## config.mk

```make
export PLATFORM = sky130hd
export DESIGN_NAME = rime_queue
export DESIGN_NICKNAME = d
export VERILOG_FILES = /design/src/rime_queue.sv
export SDC_FILE = /design/constraint.sdc
export NUM_CORES = 1
export LEC_CHECK = 0
export BUFFER_PORTS_ARGS = -buffer_cell sky130_fd_sc_hd__buf_2
export CORE_UTILIZATION = 47
export CTS_CLUSTER_SIZE = 20
export DETAILED_ROUTE_END_ITERATION = 8
export PLACE_DENSITY = 0.86
export SKIP_CTS_REPAIR_TIMING = 1
export SYNTH_ARGS = -nofsm -noshare
export SYNTH_HDL_FRONTEND = slang
export SYNTH_SLANG_ARGS = --single-unit
```

## constraint.sdc

```tcl
create_clock -name clk -period 2.3 [get_ports clk]
set_input_delay 0.115 -clock clk [delete_from_list [all_inputs] [get_ports clk]]
set_output_delay 0.115 -clock clk [all_outputs]
set_load 0.01 [all_outputs]
```

## src/rime_queue.sv

```systemverilog
`timescale 1ns / 1ps
`default_nettype none
module rime_queue #(
	parameter int unsigned WIDTH = 32
) (
	input  wire logic             clk,
	input  wire logic             arst_n,
	input  wire logic             push,
	input  wire logic [WIDTH-1:0] push_data,
	input  wire logic             pop,
	output logic                  full,
	output logic                  not_empty,
	output logic      [WIDTH-1:0] head_data
);

	logic [WIDTH-1:0] slot_q [2];
	logic             wr_ptr_q, rd_ptr_q;
	logic [1:0]       count_q;

	assign full = (count_q == 2'd2);
	assign not_empty = (count_q != 2'd0);
	assign head_data = slot_q[rd_ptr_q];

	// entry storage
	always_ff @(posedge clk) begin
		if (push) begin
			slot_q[wr_ptr_q] <= push_data;
		end
	end

	// pointers and fill count
	always_ff @(posedge clk or negedge arst_n) begin
		if (!arst_n) begin
			wr_ptr_q <= 1'b0;
			rd_ptr_q <= 1'b0;
			count_q  <= 2'd0;
		end else begin
			if (push) begin
				wr_ptr_q <= ~wr_ptr_q;
			end
			if (pop) begin
				rd_ptr_q <= ~rd_ptr_q;
			end
			if (push && !pop) begin
				count_q <= count_q + 2'd1;
			end else if (pop && !push) begin
				count_q <= count_q - 2'd1;
			end
		end
	end

endmodule
`default_nettype wire

```

==> impl_summary.log <==
INFO  metric clock-sinks = 68
INFO  metric number_of_global_route_vias_before_repair = 1,321
INFO  metric worstPathCellList = buf_4 -> mux2_4 -> buf_2
INFO  metric grt_max_degree = 19
INFO  metric worst_r2r_path_depth = 2
INFO  metric critical_path_peak_fanout = 18
INFO  metric final_cells = 306
INFO  metric ctsRootBufferMaster = sky130_fd_sc_hd__clkbuf_8
INFO  metric floorplan.die.height = 77.11 um
INFO  metric fin_setup_tns = 0 ns
INFO  metric layout.cells.most_common = sky130_fd_sc_hd__buf_2
INFO  metric wire_per_inst = 14.67 um
INFO  metric drt-met1-wl = 1922 um
INFO  metric grt_remaining_overflow = 0
INFO  metric final_util = 69.42%
INFO  metric via_count = 1,438
INFO  metric floorplan.rows = 26
INFO  metric timing.clock.skew = 0.003819 ns
INFO  metric yosysWarningCount = 0
INFO  metric worst_setup_path_start_kind = flip-flop
INFO  metric areaGrowthSynthToFinish = 37.99%
INFO  metric r2r-start = wr_ptr_q$_DFFE_PN0P_
INFO  metric seq_area_frac_synth = 76.26%
INFO  metric wirelength = 4490 um
INFO  metric clock_insertion_delay_worst_skew = 0.34 ns
INFO  metric drc_errors = 0
INFO  metric crit_path_top_delay_cell = sky130_fd_sc_hd__dfrtp_2
INFO  metric placement.cell_area = 0.003072 mm^2
INFO  metric hold_violation_count_in_the_final_report = 0
INFO  metric first_pass_iters = 6
INFO  metric final_layout_size_suffix_gt1_share = 52.97%
INFO  metric pre_cts_slack = 0.6740 ns
INFO  metric dp.cells = ~260
INFO  metric power_per_cell_area = 1160 mW/mm^2
INFO  metric timing.fmax = around 500 MHz
INFO  metric avgViaCountPerCell = about 4.7
INFO  metric layout_worst_path_cycle_share = 87.01%
INFO  metric finalInstanceArea = about 0.0037 mm^2
INFO  metric grt_pass1_wl = 6486 um
INFO  metric initial_core_util = 50.31%
INFO  metric finalWeightedCongestion = about 0.64
INFO  metric min_delay_path_class = in -> reg
INFO  metric rr_endpoint = slot_q[0][17]$_DFFE_PP_
INFO  metric drt_iter0_markers = 28
INFO  metric postSynthNetCount = 153
INFO  metric fin_nets = 268
INFO  metric final_cell_mix = 69 x sky130_fd_sc_hd__buf_2, 64 x sky130_fd_sc_hd__edfxtp_1, 34 x sky130_fd_sc_hd__dlygate4sd3_1
INFO  metric setup_slack = between 0.2 and 0.3 ns
INFO  metric die_area = 0.005945 mm^2
INFO  metric cts_tree = done
INFO  metric setup.worst_path.end_class = primary output
INFO  metric total_power = 4.244 mW
INFO  metric cts_inserted_buffers = 9
INFO  metric report.final.slew_viol_count = 0
INFO  metric max_cap_viol_count = 0
INFO  metric timing.hold.ws = 0.01661 ns
INFO  metric timing.reg2reg.setup_slack = 0.89 ns
INFO  metric antenna_left = 0
INFO  metric coreArea = around 0.0053 mm^2
INFO  metric die_wd = 77.11 um
INFO  metric timing.max_slew.rel_slack = around three fifths
INFO  metric worst-endpoint-arrival = between 1.5 and 2 ns
INFO  metric critical_path_required_time = 2.18 ns
INFO  metric synth.distinct_cells = 14
INFO  metric worst_pin_slew = 0.5809 ns
INFO  metric timing.hold.worst_endpoint = wr_ptr_q$_DFFE_PN0P_
INFO  metric rsz0062_at_grt = no
INFO  metric dp.final_hpwl = 2783 um
INFO  metric portBuffers = 69
INFO  metric antenna_found_initial = 0
INFO  metric synth-seq-cells = 68
INFO  metric cts.htree.levels = 3
INFO  metric worst-path-buf-inv = 2
INFO  metric setup_viol = 0
INFO  metric run_status = completed
INFO  metric met2_wire_len = 2243 um
INFO  metric netlist_instances = 116
INFO  metric cts.reportedPaths.clkPinSlew = 0.07 ns
INFO  metric floorplan.io_pins = 70
INFO  metric synthesis.area = 0.002651 mm^2
INFO  metric critical-path-max-stage-delay = 0.74 ns
INFO  metric cp_top_family = flip-flops
INFO  metric total_leakage_power = 1.505 nW
INFO  metric ir_drop = 645.9 uV
INFO  metric grt_util_all_layers = between 10% and 20%
INFO  metric min_path_cells = 2
INFO  metric met3RoutedLength = 242 um
INFO  metric antennaDiodeCount = 0
INFO  metric post-route-min-period = 2.001 ns
INFO  metric worstHoldStart = push
INFO  metric crit_type = reg -> out
INFO  metric clock_tree_buf_depth = 2
INFO  metric topRoutingLayerUsed = met4
INFO  metric postSynthAreaPerCell = between 20 and 25 um^2
==> sequential cells by signal (all words and copies together) (netlist names) <==
name / cells
wr_ptr_q: 1
slot_q: 64
count_q: 2
rd_ptr_q: 1
==> layout make-up <==
| type | instances | area [um^2] |
|---|---|---|
| Fill cell | 362 | 1612 |
| Clock buffer | 9 | 123.9 |
| Multi-Input combinational cell | 43 | 561.8 |
| Timing Repair Buffer | 108 | 735.7 |
| Inverter | 1 | 3.754 |
| Tap cell | 70 | 87.58 |
| Sequential cell | 68 | 2023 |
| Clock inverter | 7 | 122.6 |
==> metal layers <==
metal	up-vias	global-route usage, %
li1	675	-
met1	689	18.46
met2	64	23.39
met3	10	5.357
met4	0	9.623
met5	-	0
==> how the worst max path moves through the flow <==
stage | cells past startpoint | start | to | slack [ns]
after CTS | 3 | rd_ptr_q$_DFFE_PN0P_ | head_data[18] | 0.29
after detailed placement | 3 | rd_ptr_q$_DFFE_PN0P_ | head_data[18] | 0.67
after floorplan | 1 | wr_ptr_q$_DFFE_PN0P_ | slot_q[0][0]$_DFFE_PP_ | 0.03
final | 3 | rd_ptr_q$_DFFE_PN0P_ | head_data[22] | 0.30
after global placement | 3 | rd_ptr_q$_DFFE_PN0P_ | head_data[23] | 0.67
after global routing | 3 | rd_ptr_q$_DFFE_PN0P_ | head_data[22] | 0.22
==> power by group <==
part           internal (mW)  switching [mW]  total (mW)
Combinational          0.706           0.542        1.25
Sequential              1.65           0.168        1.82
Clock                  0.725           0.455        1.18
==> logic make-up (layout without fill, tap and decap cells) <==
group | after synthesis | count (layout) | share of synthesized area, %
flops | 68 | 68 | 76.26
mux | 32 | 32 | 17.70
xor+xnor | 5 | 5 | 1.652
simple gates | 5 | 5 | 1.086
buf+inv | 5 | 125 | 2.831
fa+ha+maj | 1 | 1 | 0.4718
==> worst register-to-register path, cell delays in order (launching register included) <==
cell	delay (ns)
sky130_fd_sc_hd__dfrtp_1	0.43
sky130_fd_sc_hd__nor2b_4	0.46
sky130_fd_sc_hd__buf_12	0.23
==> cells in the mapped netlist (all sizes together) <==
| master | number | area [um^2] |
|---|---|---|
| and2 | 1 | 6.260 |
| buf | 4 | 71.32 |
| dfrtp | 4 | 100.1 |
| edfxtp | 64 | 1922 |
| ha | 1 | 12.51 |
| inv | 1 | 3.750 |
| mux2 | 32 | 469.2 |
| nor2 | 1 | 3.750 |
| nor2b | 2 | 12.51 |
| or2 | 1 | 6.260 |
| xnor2 | 1 | 8.760 |
| xor2 | 4 | 35.03 |
Power figures use the tool's default switching activity.
