--- config.mk ---
export PLATFORM = sky130hd
export DESIGN_NAME = rime_front
export DESIGN_NICKNAME = d
export VERILOG_FILES = /design/src/rime_pkg.sv /design/src/rime_front.sv
export SDC_FILE = /design/constraint.sdc
export NUM_CORES = 1
export LEC_CHECK = 0
export BUFFER_PORTS_ARGS = -buffer_cell sky130_fd_sc_hd__buf_2
export CORE_MARGIN = 3
export CORE_UTILIZATION = 59
export DETAILED_ROUTE_END_ITERATION = 10
export PLACE_DENSITY = 0.78
export RECOVER_POWER = 50
export SETUP_SLACK_MARGIN = 0.1
export SLEW_MARGIN = 10
export SYNTH_ARGS = -nofsm -noshare
export SYNTH_HDL_FRONTEND = slang
export SYNTH_SLANG_ARGS = --single-unit
--- constraint.sdc ---
create_clock -name clk -period 32.5 [get_ports clk]
set_input_delay 6.5 -clock clk [delete_from_list [all_inputs] [get_ports clk]]
set_output_delay 6.5 -clock clk [all_outputs]
set_load 0.1 [all_outputs]
--- src/rime_pkg.sv ---
`timescale 1ns / 1ps
`default_nettype none
package rime_pkg;

	// configuration register width and indexes
	localparam int unsigned CFG_W = 7;
	localparam int unsigned CFG_IDX_W = 2;
	localparam logic [CFG_IDX_W-1:0] REG_IMAGE_WIDTH    = 2'd0;
	localparam logic [CFG_IDX_W-1:0] REG_IMAGE_HEIGHT   = 2'd1;
	localparam logic [CFG_IDX_W-1:0] REG_TRANSFORM_MODE = 2'd2;

	// transform modes
	localparam int unsigned MODE_W = 3;
	localparam logic [MODE_W-1:0] MODE_COPY     = 3'd0;
	localparam logic [MODE_W-1:0] MODE_ROT90    = 3'd1;
	localparam logic [MODE_W-1:0] MODE_ROT180   = 3'd2;
	localparam logic [MODE_W-1:0] MODE_ROT270   = 3'd3;
	localparam logic [MODE_W-1:0] MODE_ROW_FLIP = 3'd4;
	localparam logic [MODE_W-1:0] MODE_COL_FLIP = 3'd5;

	// command actions
	localparam logic ACT_LOAD = 1'b0;
	localparam logic ACT_EMIT = 1'b1;

	localparam int unsigned PIXEL_W = 16;

	typedef struct packed {
		logic               action;
		logic [PIXEL_W-1:0] pixel_in;
	} cmd_t;

	typedef struct packed {
		logic [PIXEL_W-1:0] pixel_out;
		logic               last_pixel;
	} result_t;

endpackage
`default_nettype wire

--- src/rime_front.sv ---
`timescale 1ns / 1ps
`default_nettype none
module rime_front #(
	parameter int unsigned MAX_WIDTH = 64,
	parameter int unsigned MAX_HEIGHT = 64,
	localparam int unsigned DEPTH = MAX_WIDTH * MAX_HEIGHT,
	localparam int unsigned AW = (DEPTH > 1) ? $clog2(DEPTH) : 1,
	localparam int unsigned QW = AW + rime_pkg::PIXEL_W + 2
) (
	input  wire logic                             clk,
	input  wire logic                             arst_n,
	input  wire logic                             start,
	input  wire rime_pkg::cmd_t                   cmd,
	input  wire logic                             full,
	output logic                                  busy,
	input  wire logic                             cfg_valid,
	input  wire logic [rime_pkg::CFG_IDX_W-1:0]   cfg_index,
	input  wire logic [rime_pkg::CFG_W-1:0]       cfg_data,
	output logic                                  cfg_ready,
	output logic                                  push,
	output logic [QW-1:0]                         push_data
);

	localparam int unsigned MAXD = (MAX_WIDTH > MAX_HEIGHT) ? MAX_WIDTH : MAX_HEIGHT;
	localparam int unsigned SW = $clog2(MAXD + 1);
	localparam int unsigned EW = (SW > rime_pkg::CFG_W) ? SW : rime_pkg::CFG_W;
	localparam int unsigned PW = 2 * SW;
	localparam int unsigned LPW = $clog2(DEPTH + 1);

	logic [rime_pkg::CFG_W-1:0]  width_q, height_q;
	logic [rime_pkg::MODE_W-1:0] mode_q;
	logic [LPW-1:0]              load_pos_q;
	logic [SW-1:0]               outer_q, inner_q;

	logic                        accept;
	logic [EW-1:0]               w_ext, h_ext;
	logic [SW-1:0]               w, h;
	logic [rime_pkg::MODE_W-1:0] mode;
	logic                        outer_cols;
	logic [SW-1:0]               outer_n, inner_n;
	logic [SW-1:0]               o_c, n_c, row, col, n_inc, o_inc;
	logic [SW-1:0]               outer_d, inner_d;
	logic                        last;
	logic [PW-1:0]               total, idx;
	logic [LPW-1:0]              lp_c;
	logic [AW-1:0]               addr;

	assign busy = full;
	assign cfg_ready = 1'b1;
	assign accept = start && !busy;

	// configuration registers
	always_ff @(posedge clk or negedge arst_n) begin
		if (!arst_n) begin
			width_q  <= 7'd64;
			height_q <= 7'd64;
			mode_q   <= rime_pkg::MODE_COPY;
		end else if (cfg_valid && cfg_ready) begin
			case (cfg_index)
				rime_pkg::REG_IMAGE_WIDTH:    width_q  <= cfg_data;
				rime_pkg::REG_IMAGE_HEIGHT:   height_q <= cfg_data;
				rime_pkg::REG_TRANSFORM_MODE: mode_q   <= cfg_data[rime_pkg::MODE_W-1:0];
				default: ;
			endcase
		end
	end

	// effective sizes, clamped to 1..max
	always_comb begin
		w_ext = EW'(width_q);
		h_ext = EW'(height_q);
		if (width_q == '0) begin
			w = SW'(1);
		end else if (w_ext > EW'(MAX_WIDTH)) begin
			w = SW'(MAX_WIDTH);
		end else begin
			w = w_ext[SW-1:0];
		end
		if (height_q == '0) begin
			h = SW'(1);
		end else if (h_ext > EW'(MAX_HEIGHT)) begin
			h = SW'(MAX_HEIGHT);
		end else begin
			h = h_ext[SW-1:0];
		end
		mode = (mode_q > rime_pkg::MODE_COL_FLIP) ? rime_pkg::MODE_COPY : mode_q;
		outer_cols = (mode == rime_pkg::MODE_ROT90) || (mode == rime_pkg::MODE_ROT270);
		outer_n = outer_cols ? w : h;
		inner_n = outer_cols ? h : w;
		total = PW'(w) * PW'(h);
	end

	// emit traversal: store row and column for the current position
	always_comb begin
		if ((outer_q >= outer_n) || (inner_q >= inner_n)) begin
			o_c = '0;
			n_c = '0;
		end else begin
			o_c = outer_q;
			n_c = inner_q;
		end
		case (mode)
			rime_pkg::MODE_ROT90: begin
				row = h - SW'(1) - n_c;
				col = o_c;
			end
			rime_pkg::MODE_ROT180: begin
				row = h - SW'(1) - o_c;
				col = w - SW'(1) - n_c;
			end
			rime_pkg::MODE_ROT270: begin
				row = n_c;
				col = w - SW'(1) - o_c;
			end
			rime_pkg::MODE_ROW_FLIP: begin
				row = h - SW'(1) - o_c;
				col = n_c;
			end
			rime_pkg::MODE_COL_FLIP: begin
				row = o_c;
				col = w - SW'(1) - n_c;
			end
			default: begin
				row = o_c;
				col = n_c;
			end
		endcase
		idx = PW'(row) * PW'(w) + PW'(col);

		// advance the counters
		n_inc = n_c + SW'(1);
		o_inc = o_c + SW'(1);
		last = 1'b0;
		if (n_inc >= inner_n) begin
			inner_d = '0;
			if (o_inc >= outer_n) begin
				outer_d = '0;
				last = 1'b1;
			end else begin
				outer_d = o_inc;
			end
		end else begin
			inner_d = n_inc;
			outer_d = o_c;
		end
	end

	// load position wraps at the image size
	always_comb begin
		lp_c = (PW'(load_pos_q) >= total) ? '0 : load_pos_q;
		if (cmd.action == rime_pkg::ACT_EMIT) begin
			addr = idx[AW-1:0];
		end else begin
			addr = lp_c[AW-1:0];
		end
	end

	assign push = accept;
	assign push_data = {cmd.action == rime_pkg::ACT_LOAD, last, cmd.pixel_in, addr};

	// position state
	always_ff @(posedge clk or negedge arst_n) begin
		if (!arst_n) begin
			load_pos_q <= '0;
			outer_q    <= '0;
			inner_q    <= '0;
		end else if (accept) begin
			if (cmd.action == rime_pkg::ACT_EMIT) begin
				outer_q <= outer_d;
				inner_q <= inner_d;
			end else begin
				load_pos_q <= lp_c + LPW'(1);
			end
		end
	end

endmodule
`default_nettype wire

==> flow_metrics.tcl, run 1 <==
set metrics [dict create \
    die_y_um 125 \
    nets 1220 \
    fillers 1211 \
    cts_tree "yes" \
    cts_resized 0 \
    critical_path_class "reg2out" \
    dp_hpwl_mm 17.5 \
    worstSkewPairLatency_ns 0.31 \
    worstMarginPinSlew_ns 2.65 \
    ant_nets 0 \
    syn_inst 1040 \
    hold_viol 0 \
    cts.clk_slew.worst_paths_ns 0.06 \
    placed_area_mm2 0.00843 \
    critPathTopFamily "adder cells" \
    cp-start-kind "flop" \
    seq_area_frac_synth 0.132 \
    dieArea_mm2 0.0156 \
    clk_path_buf_depth 2 \
    crit_fanout 18 \
    place_inst 1192 \
    cp-end-kind "primary output" \
    io_pins 64 \
    synth-edff-count 0 \
    wl_per_cell_um 18.5 \
    drt_pass1_iterations 6 \
    hold_path_class "reg2reg" \
    hold_buffers 0 \
    start_util 0.617 \
    crit_slowest_cell "o21a_1" \
    ys.warnings.count 0 \
    grt_overflow 0 \
    cpPeakStageDelay_ns 0.73 \
    grt_pass1_wl_mm 36.7 \
    dr.first_iter.drc_count 550 \
    yosysMostFrequentCell "inv_1" \
    period_minus_slack_ns 18.05 \
    post-cts-setup-buffers 0 \
    place_congestion 0.956 \
    fin_cells 1200 \
    cp.arrival_ns 11.55 \
    syn_nets 1237 \
    synth.distinct_cells 80 \
    synth_largest_area_cell "ha_1" \
    slew_viol_final 45 \
    htree_levels 2 \
    fin_tns_setup_ns 0 \
    grt_pass1_vias 7106 \
    grt_max_degree 45 \
    clock-sinks 44 \
    worst_clock_skew_ns 0.00934 \
    relSlewSlack -0.765 \
    fmaxAchievable_mhz 55.4 \
    antenna_found_initial 0 \
    yosysTopAreaCellShare 0.165 \
    ys_ff_latch 44 \
    core-area_mm2 0.0135 \
    row_count 42 \
    stdcell_area_mm2 0.00857 \
    synthTopCellsByCount "128 x inv_1, 118 x nand2_1, 110 x ha_1, 98 x nor2_1, 56 x fa_1" \
    status "finished, violations left" \
    finalSetupViolCount 0 \
    violations "max-capacitance violations, max-slew violations" \
    asyncSetResetFlopFracSynth 1.00 \
    vias 7303 \
    rsz0062_at_grt "false" \
    synth_area_mm2 0.00834 \
    via_per_inst 6.09 \
    crit_required_ns 26.00 \
    cts_made_buffers 5 \
    area_growth_pct 2.79 \
    syn_avg_cell_area_um2 8.01 \
    period_share 0.555 \
    die_w_um 125 \
    cts_root_buffer "clkbuf_16" \
    maxCapViolations 1 \
    portBuffers 30 \
    remaining_drc_errors 0 \
    routed_wl_mm 22.2 \
    n_antenna_cell 0 \
    synth_area_leaders "ha_1 17%, fa_1 13%, dfrtp_1 13%" \
    drive_gt1_frac 0.0957 \
    grt_usage 0.289 \
    synth_flop_cell "dfrtp_1" \
    crit_buf_inv 6 \
]
## per-stage QoR
step	hold WS (ns)	utilization	worst slack [ns]
6_report	0.532	0.634	14.45
5_1_grt	0.552	0.634	13.77
4_1_cts	0.531	0.635	14.60
3_5_place_dp	0.517	0.624	14.95
3_3_place_gp	0.518	0.624	15.27
2_1_floorplan	0.488	-	15.89
## placed cells by master, fill, tap and decap left out, drive strengths merged, types with 8 or more instances in the layout
master	instances
mux2	23
a22oi	18
nor2	98
inv	128
ha	110
or2	10
xor2	14
nand3	23
a21o	21
xnor2	30
nand2	118
nor3	10
mux2i	8
a21oi	45
buf	36
and2	14
dfrtp	42
nand2b	23
o32ai	8
nor2b	19
o22ai	11
a31o	8
o21ai	42
or3	8
clkbuf	9
a31oi	8
fa	56
## layout make-up
type	instances	area, um2	share of cell area
repair buffers	39	211	0.0247
clock inverters	2	12.5	0.00146
well taps	176	220	0.0257
clock buffers	6	129	0.0150
inverters	129	484	0.0565
multi-input cells	804	6410	0.748
flip-flops and latches	44	1100	0.129
## per-layer routing
metal  vias up  global-route usage  share of wire
li1       3474                   -              -
met1      3515               0.387           0.44
met2       260               0.466           0.46
met3        54              0.0472          0.065
met4         0               0.118          0.036
met5         -                   0              0
## cells by family (layout without fill, tap and decap cells)
kind of cell,count (synthesis),after routing,share of synthesized area
AND/OR/NAND/NOR,334,334,0.184
XOR/XNOR,44,44,0.0462
buffers and inverters,192,176,0.0989
multiplexers,31,31,0.0411
adder cells (fa/ha/maj),170,170,0.305
flip-flops,44,44,0.132
AO/OA/AOI/OAI,224,224,0.192
other,1,1,0.000450
## flip-flops by register name (all words and copies together) (netlist names)
name        count
mode_q          3
outer_q         7
load_pos_q     13
w_ext           7
inner_q         7
h_ext           7
## worst paths after layout
check,slack [ns],to,startpoint,cells after the start
hold / removal,0.53,h_ext[0],h_ext[0],1
max in group asynchronous,23.87,h_ext[1],arst_n,2
hold reg to reg,0.53,h_ext[0],h_ext[0],1
setup reg to reg,23.51,load_pos_q[12],w_ext[6],33
min in group asynchronous,7.11,load_pos_q[0],arst_n,2
setup / recovery,14.45,push_data[11],w_ext[4],41
Power of run 1 is not shown: default switching activity piles up to over one toggle a cycle in this logic, so the estimate is an artifact.
==> inputs of run 2 (changes only) <==
==> constraint.sdc (replaced) <==
create_clock -name clk -period 17.99 [get_ports clk]
set_input_delay 3.598 -clock clk [delete_from_list [all_inputs] [get_ports clk]]
set_output_delay 3.598 -clock clk [all_outputs]
set_load 0.1 [all_outputs]
==> run 2 against run 1 <==
Effect of this change:
- the flow still finishes with violations (max-capacitance violations, max-slew violations)
- routed wire length shrank 1.9%
- sequential cell count is the same
- first-iteration DRC count is the same
- design area grew 0.44%
- clock-buffer cell count shrank 1
- clock skew grew 0.0046 ns
- sequential share of layout area shrank 0.056 points
- worst hold slack lost 0.00072 ns
- non-clock buffer count grew 1
- global-route usage shrank 0.35 points
- setup slack lost 12 ns
- die area is the same
- critical endpoint unchanged
==> flow_metrics.tcl, run 2 (synthesis results as in run 1) <==
set metrics [dict create \
    status "finished, violations left" \
    violations "max-capacitance violations, max-slew violations" \
    cp-end-kind "primary output" \
    routed_wl_mm 21.8 \
    drive_gt1_frac 0.0976 \
    crit_slowest_cell "o21a_1" \
    die_y_um 125 \
    dr.first_iter.drc_count 550 \
    rsz0062_at_grt "false" \
    fmaxAchievable_mhz 65.8 \
    n_antenna_cell 0 \
    hold_viol 0 \
    top_register "load_pos_q" \
    hold_depth 1 \
    finalWorstSetupSlack_ns 2.79 \
    maxCapViolations 1 \
    cpPeakStageDelay_ns 0.70 \
    dp_hpwl_mm 17.3 \
    nets 1221 \
    vias 7362 \
    cts_resized 0 \
    portBuffers 30 \
    finalSetupViolCount 0 \
    wl_per_cell_um 18.1 \
    reg2reg_depth 33 \
    hold_slack_ns 0.531 \
    largest_reg_flops 13 \
    cts.clk_slew.worst_paths_ns 0.08 \
    grt_pass1_wl_mm 36.6 \
    period_minus_slack_ns 15.20 \
    cts_made_buffers 5 \
    grtUsageMet3 0.0412 \
    r2r-start "w_ext[6]" \
    dieArea_mm2 0.0156 \
    finish.utilization 0.637 \
    crit_required_ns 14.39 \
    slew_viol_final 45 \
    io_pins 64 \
    met2_usage 0.458 \
    period_share 0.845 \
    clock-sinks 44 \
    remaining_drc_errors 0 \
    cts_tree "yes" \
    place_ws_ns 3.29 \
    cp-start-kind "flop" \
    drt_pass1_iterations 5 \
    grt_max_degree 45 \
    grt_pass1_vias 7213 \
    worstMarginPinSlew_ns 2.63 \
    reg2reg_to "load_pos_q[12]" \
    core-area_mm2 0.0135 \
    hold_start "h_ext[1]" \
    worstSkewPairLatency_ns 0.31 \
    worstHoldEndpoint "h_ext[1]" \
    fillers 1160 \
    critical_path_class "reg2out" \
    r2r_slack_ns 9.04 \
    die_w_um 125 \
    final_common_cell "inv_1" \
    fin_tns_setup_ns 0 \
    area_growth_pct 3.24 \
    post-cts-setup-buffers 0 \
    clk_path_buf_depth 2 \
    gr-max-usage-layer "met2" \
    ant_nets 0 \
    layout_common_cells "128 x inv_1, 118 x nand2_1, 110 x ha_1" \
    antenna_found_initial 0 \
    worst_clock_skew_ns 0.0139 \
    grt_usage 0.286 \
    start_util 0.617 \
    hold_path_class "reg2reg" \
    htree_levels 2 \
    place_congestion 0.948 \
    cts_root_buffer "clkbuf_16" \
    gr-usage-met1 0.392 \
    crit_fanout 18 \
    via_per_inst 6.13 \
    grt_overflow 0 \
    cp.arrival_ns 11.60 \
    row_count 42 \
    relSlewSlack -0.756 \
    hold_buffers 0 \
]
## run 2: cell types whose count changed in the layout (fill, tap and decap cells not counted)
cell / change
buf_4: +1
and2_1: +1
clkinv_2: -1
bufinv_16: +1
and2_0: -1
clkbuf_1: -1
inv_6: +1
## run 2: final cells by class
cell class,count,area (um2),share of cell area
clock buffers,5,125,0.0145
clock inverters,3,46.3,0.00538
inverters,129,484,0.0563
multi-input cells,804,6410,0.745
flip-flops and latches,44,1100,0.128
well taps,176,220,0.0256
repair buffers,40,219,0.0254
## run 2: how the worst max path moves through the flow
stage | endpoint | start | slack [ns] | cells past startpoint
final | push_data[11] | w_ext[4] | 2.79 | 41
after global routing | push_data[11] | w_ext[4] | 2.03 | 41
after CTS | push_data[11] | w_ext[4] | 2.92 | 42
after detailed placement | push_data[11] | w_ext[4] | 3.29 | 42
after global placement | push_data[11] | w_ext[4] | 3.68 | 42
after floorplan | push_data[6] | w_ext[4] | 4.28 | 37
## run 2: per-layer routing
metal  up-vias  wire [um]
met5         -          0
met4         0        714
met3        57       1440
met2       275      10200
met1      3553       9410
li1       3477          -
## run 2: stage by stage
step / cell area (um2) / cells
finish: 8610 / 1201
global route: 8610 / 1201
CTS: 8610 / 1201
detailed placement: 8440 / 1193
global placement: 8440 / 1193
floorplan: 8340 / 1040
## run 2: worst max-delay path: cells and delay by family (launching register included)
kind            cells  cell delay (ns)
simple gates       10             2.23
fa+ha+maj           9             3.59
flops               1             0.42
compound gates     14             3.47
xor+xnor            2             0.54
buf+inv             6             1.05
Power of run 2 is left out for the same reason.
==> inputs of run 3 (changes only) <==
==> constraint.sdc (replaced) <==
create_clock -name clk -period 15.5 [get_ports clk]
set_input_delay 3.1 -clock clk [delete_from_list [all_inputs] [get_ports clk]]
set_output_delay 3.1 -clock clk [all_outputs]
set_load 0.1 [all_outputs]
==> run 3 against run 2 <==
Effect of this change:
- the flow still finishes with violations (max-capacitance violations, max-slew violations)
- sequential share of layout area stayed put
- utilization stayed put
- via count is 0.38% higher
- design area stayed put
- global-route usage is 0.19 points lower
- sequential cell count stayed put
- highest routed layer unchanged
==> flow_metrics.tcl, run 3 (synthesis results as in run 1) <==
set metrics [dict create \
    n_antenna_cell 0 \
    clk_path_buf_depth 2 \
    grt_max_degree 45 \
    dr.first_iter.drc_count 736 \
    status "finished, violations left" \
    worstSkewPairLatency_ns 0.31 \
    slew_viol_final 45 \
    fin_tns_setup_ns 0 \
    worstHoldEndpoint "h_ext[0]" \
    hold_buffers 0 \
    cp-start-kind "flop" \
    portBuffers 30 \
    cpPeakStageDelay_ns 0.73 \
    hold_depth 1 \
    area_growth_pct 3.24 \
    htree_levels 2 \
    start_util 0.617 \
    largest_reg_flops 13 \
    final_common_cell "inv_1" \
    reg2reg_to "load_pos_q[12]" \
    ant_nets 0 \
    cts_resized 0 \
    relSlewSlack -0.725 \
    hold_start "h_ext[0]" \
    crit_required_ns 12.40 \
    core-area_mm2 0.0135 \
    grt_overflow 0 \
    critical_path_class "reg2out" \
    remaining_drc_errors 0 \
    grt_pass1_wl_mm 36.4 \
    crit_fanout 18 \
    wl_per_cell_um 18.4 \
    io_pins 64 \
    finalSetupViolCount 0 \
    fillers 1160 \
    maxCapViolations 1 \
    r2r-start "w_ext[6]" \
    reg2reg_depth 33 \
    rsz0062_at_grt "false" \
    nets 1221 \
    worstMarginPinSlew_ns 2.59 \
    layout_common_cells "128 x inv_1, 118 x nand2_1, 110 x ha_1" \
    crit_slowest_cell "o21a_1" \
    cp.arrival_ns 11.66 \
    worst_clock_skew_ns 0.0103 \
    cts_tree "yes" \
    clock-sinks 44 \
    post-cts-setup-buffers 0 \
    multiInputGateArea_mm2 0.00641 \
    cts.clk_slew.worst_paths_ns 0.07 \
    period_share 0.953 \
    drive_gt1_frac 0.0976 \
    r2r_slack_ns 6.51 \
    fmaxAchievable_mhz 67.7 \
    via_per_inst 6.15 \
    dieArea_mm2 0.0156 \
    row_count 42 \
    antenna_found_initial 0 \
    violations "max-capacitance violations, max-slew violations" \
    hold_viol 0 \
    top_register "load_pos_q" \
    die_w_um 125 \
    hold_slack_ns 0.543 \
    cts_made_buffers 5 \
    grt_pass1_vias 7139 \
    place_congestion 0.967 \
    vias 7390 \
    period_minus_slack_ns 14.76 \
    seq_area_mm2 0.00110 \
    drt_pass1_iterations 5 \
    dp_hpwl_mm 17.4 \
    hold_path_class "reg2reg" \
    routed_wl_mm 22.1 \
    grt_usage 0.284 \
    die_y_um 125 \
    cts_root_buffer "clkbuf_16" \
    cp-end-kind "primary output" \
]
-- run 3: cell counts in the layout (fill, tap and decap cells not counted) --
Identical to the previous run, type by type.
-- run 3: layout make-up --
| type | count | share of cell area |
|---|---|---|
| Inverter | 129 | 0.0563 |
| Sequential cell | 44 | 0.128 |
| Clock buffer | 5 | 0.0145 |
| Clock inverter | 3 | 0.00538 |
| Multi-Input combinational cell | 804 | 0.745 |
| Timing Repair Buffer | 40 | 0.0254 |
| Tap cell | 176 | 0.0256 |
-- run 3: worst max-delay path by stage --
stage | end | slack [ns] | startpoint
after floorplan | push_data[6] | 2.29 | w_ext[4]
after global placement | push_data[11] | 1.63 | w_ext[4]
after detailed placement | push_data[11] | 1.28 | w_ext[4]
after CTS | push_data[11] | 0.93 | w_ext[4]
after global routing | push_data[11] | 0.20 | w_ext[4]
final | push_data[11] | 0.74 | w_ext[4]
-- run 3: per-layer routing --
metal / wire length (um) / part of all wire / vias to the layer above / track usage
li1: - / - / 3480 / -
met1: 9630 / 0.44 / 3554 / 0.388
met2: 10300 / 0.47 / 304 / 0.465
met3: 1450 / 0.066 / 52 / 0.0412
met4: 642 / 0.029 / 0 / 0.0880
met5: 0 / 0 / - / 0
-- run 3: worst max-delay path: cells and delay by family (launching register included) --
kind | cells | cell delay [ns]
AND/OR/NAND/NOR | 10 | 2.19
adder cells (fa/ha/maj) | 9 | 3.56
AO/OA/AOI/OAI | 14 | 3.59
flip-flops | 1 | 0.41
buffers and inverters | 6 | 1.04
XOR/XNOR | 2 | 0.55
-- run 3: through the flow --
stage,instance area (um2),cells,setup slack [ns],util
after global routing,8610,1201,0.198,0.637
after CTS,8610,1201,0.930,0.638
after floorplan,8340,1040,2.29,-
after detailed placement,8440,1193,1.28,0.625
after global placement,8440,1193,1.63,0.625
final,8610,1201,0.736,0.637
Power of run 3 is left out for the same reason.
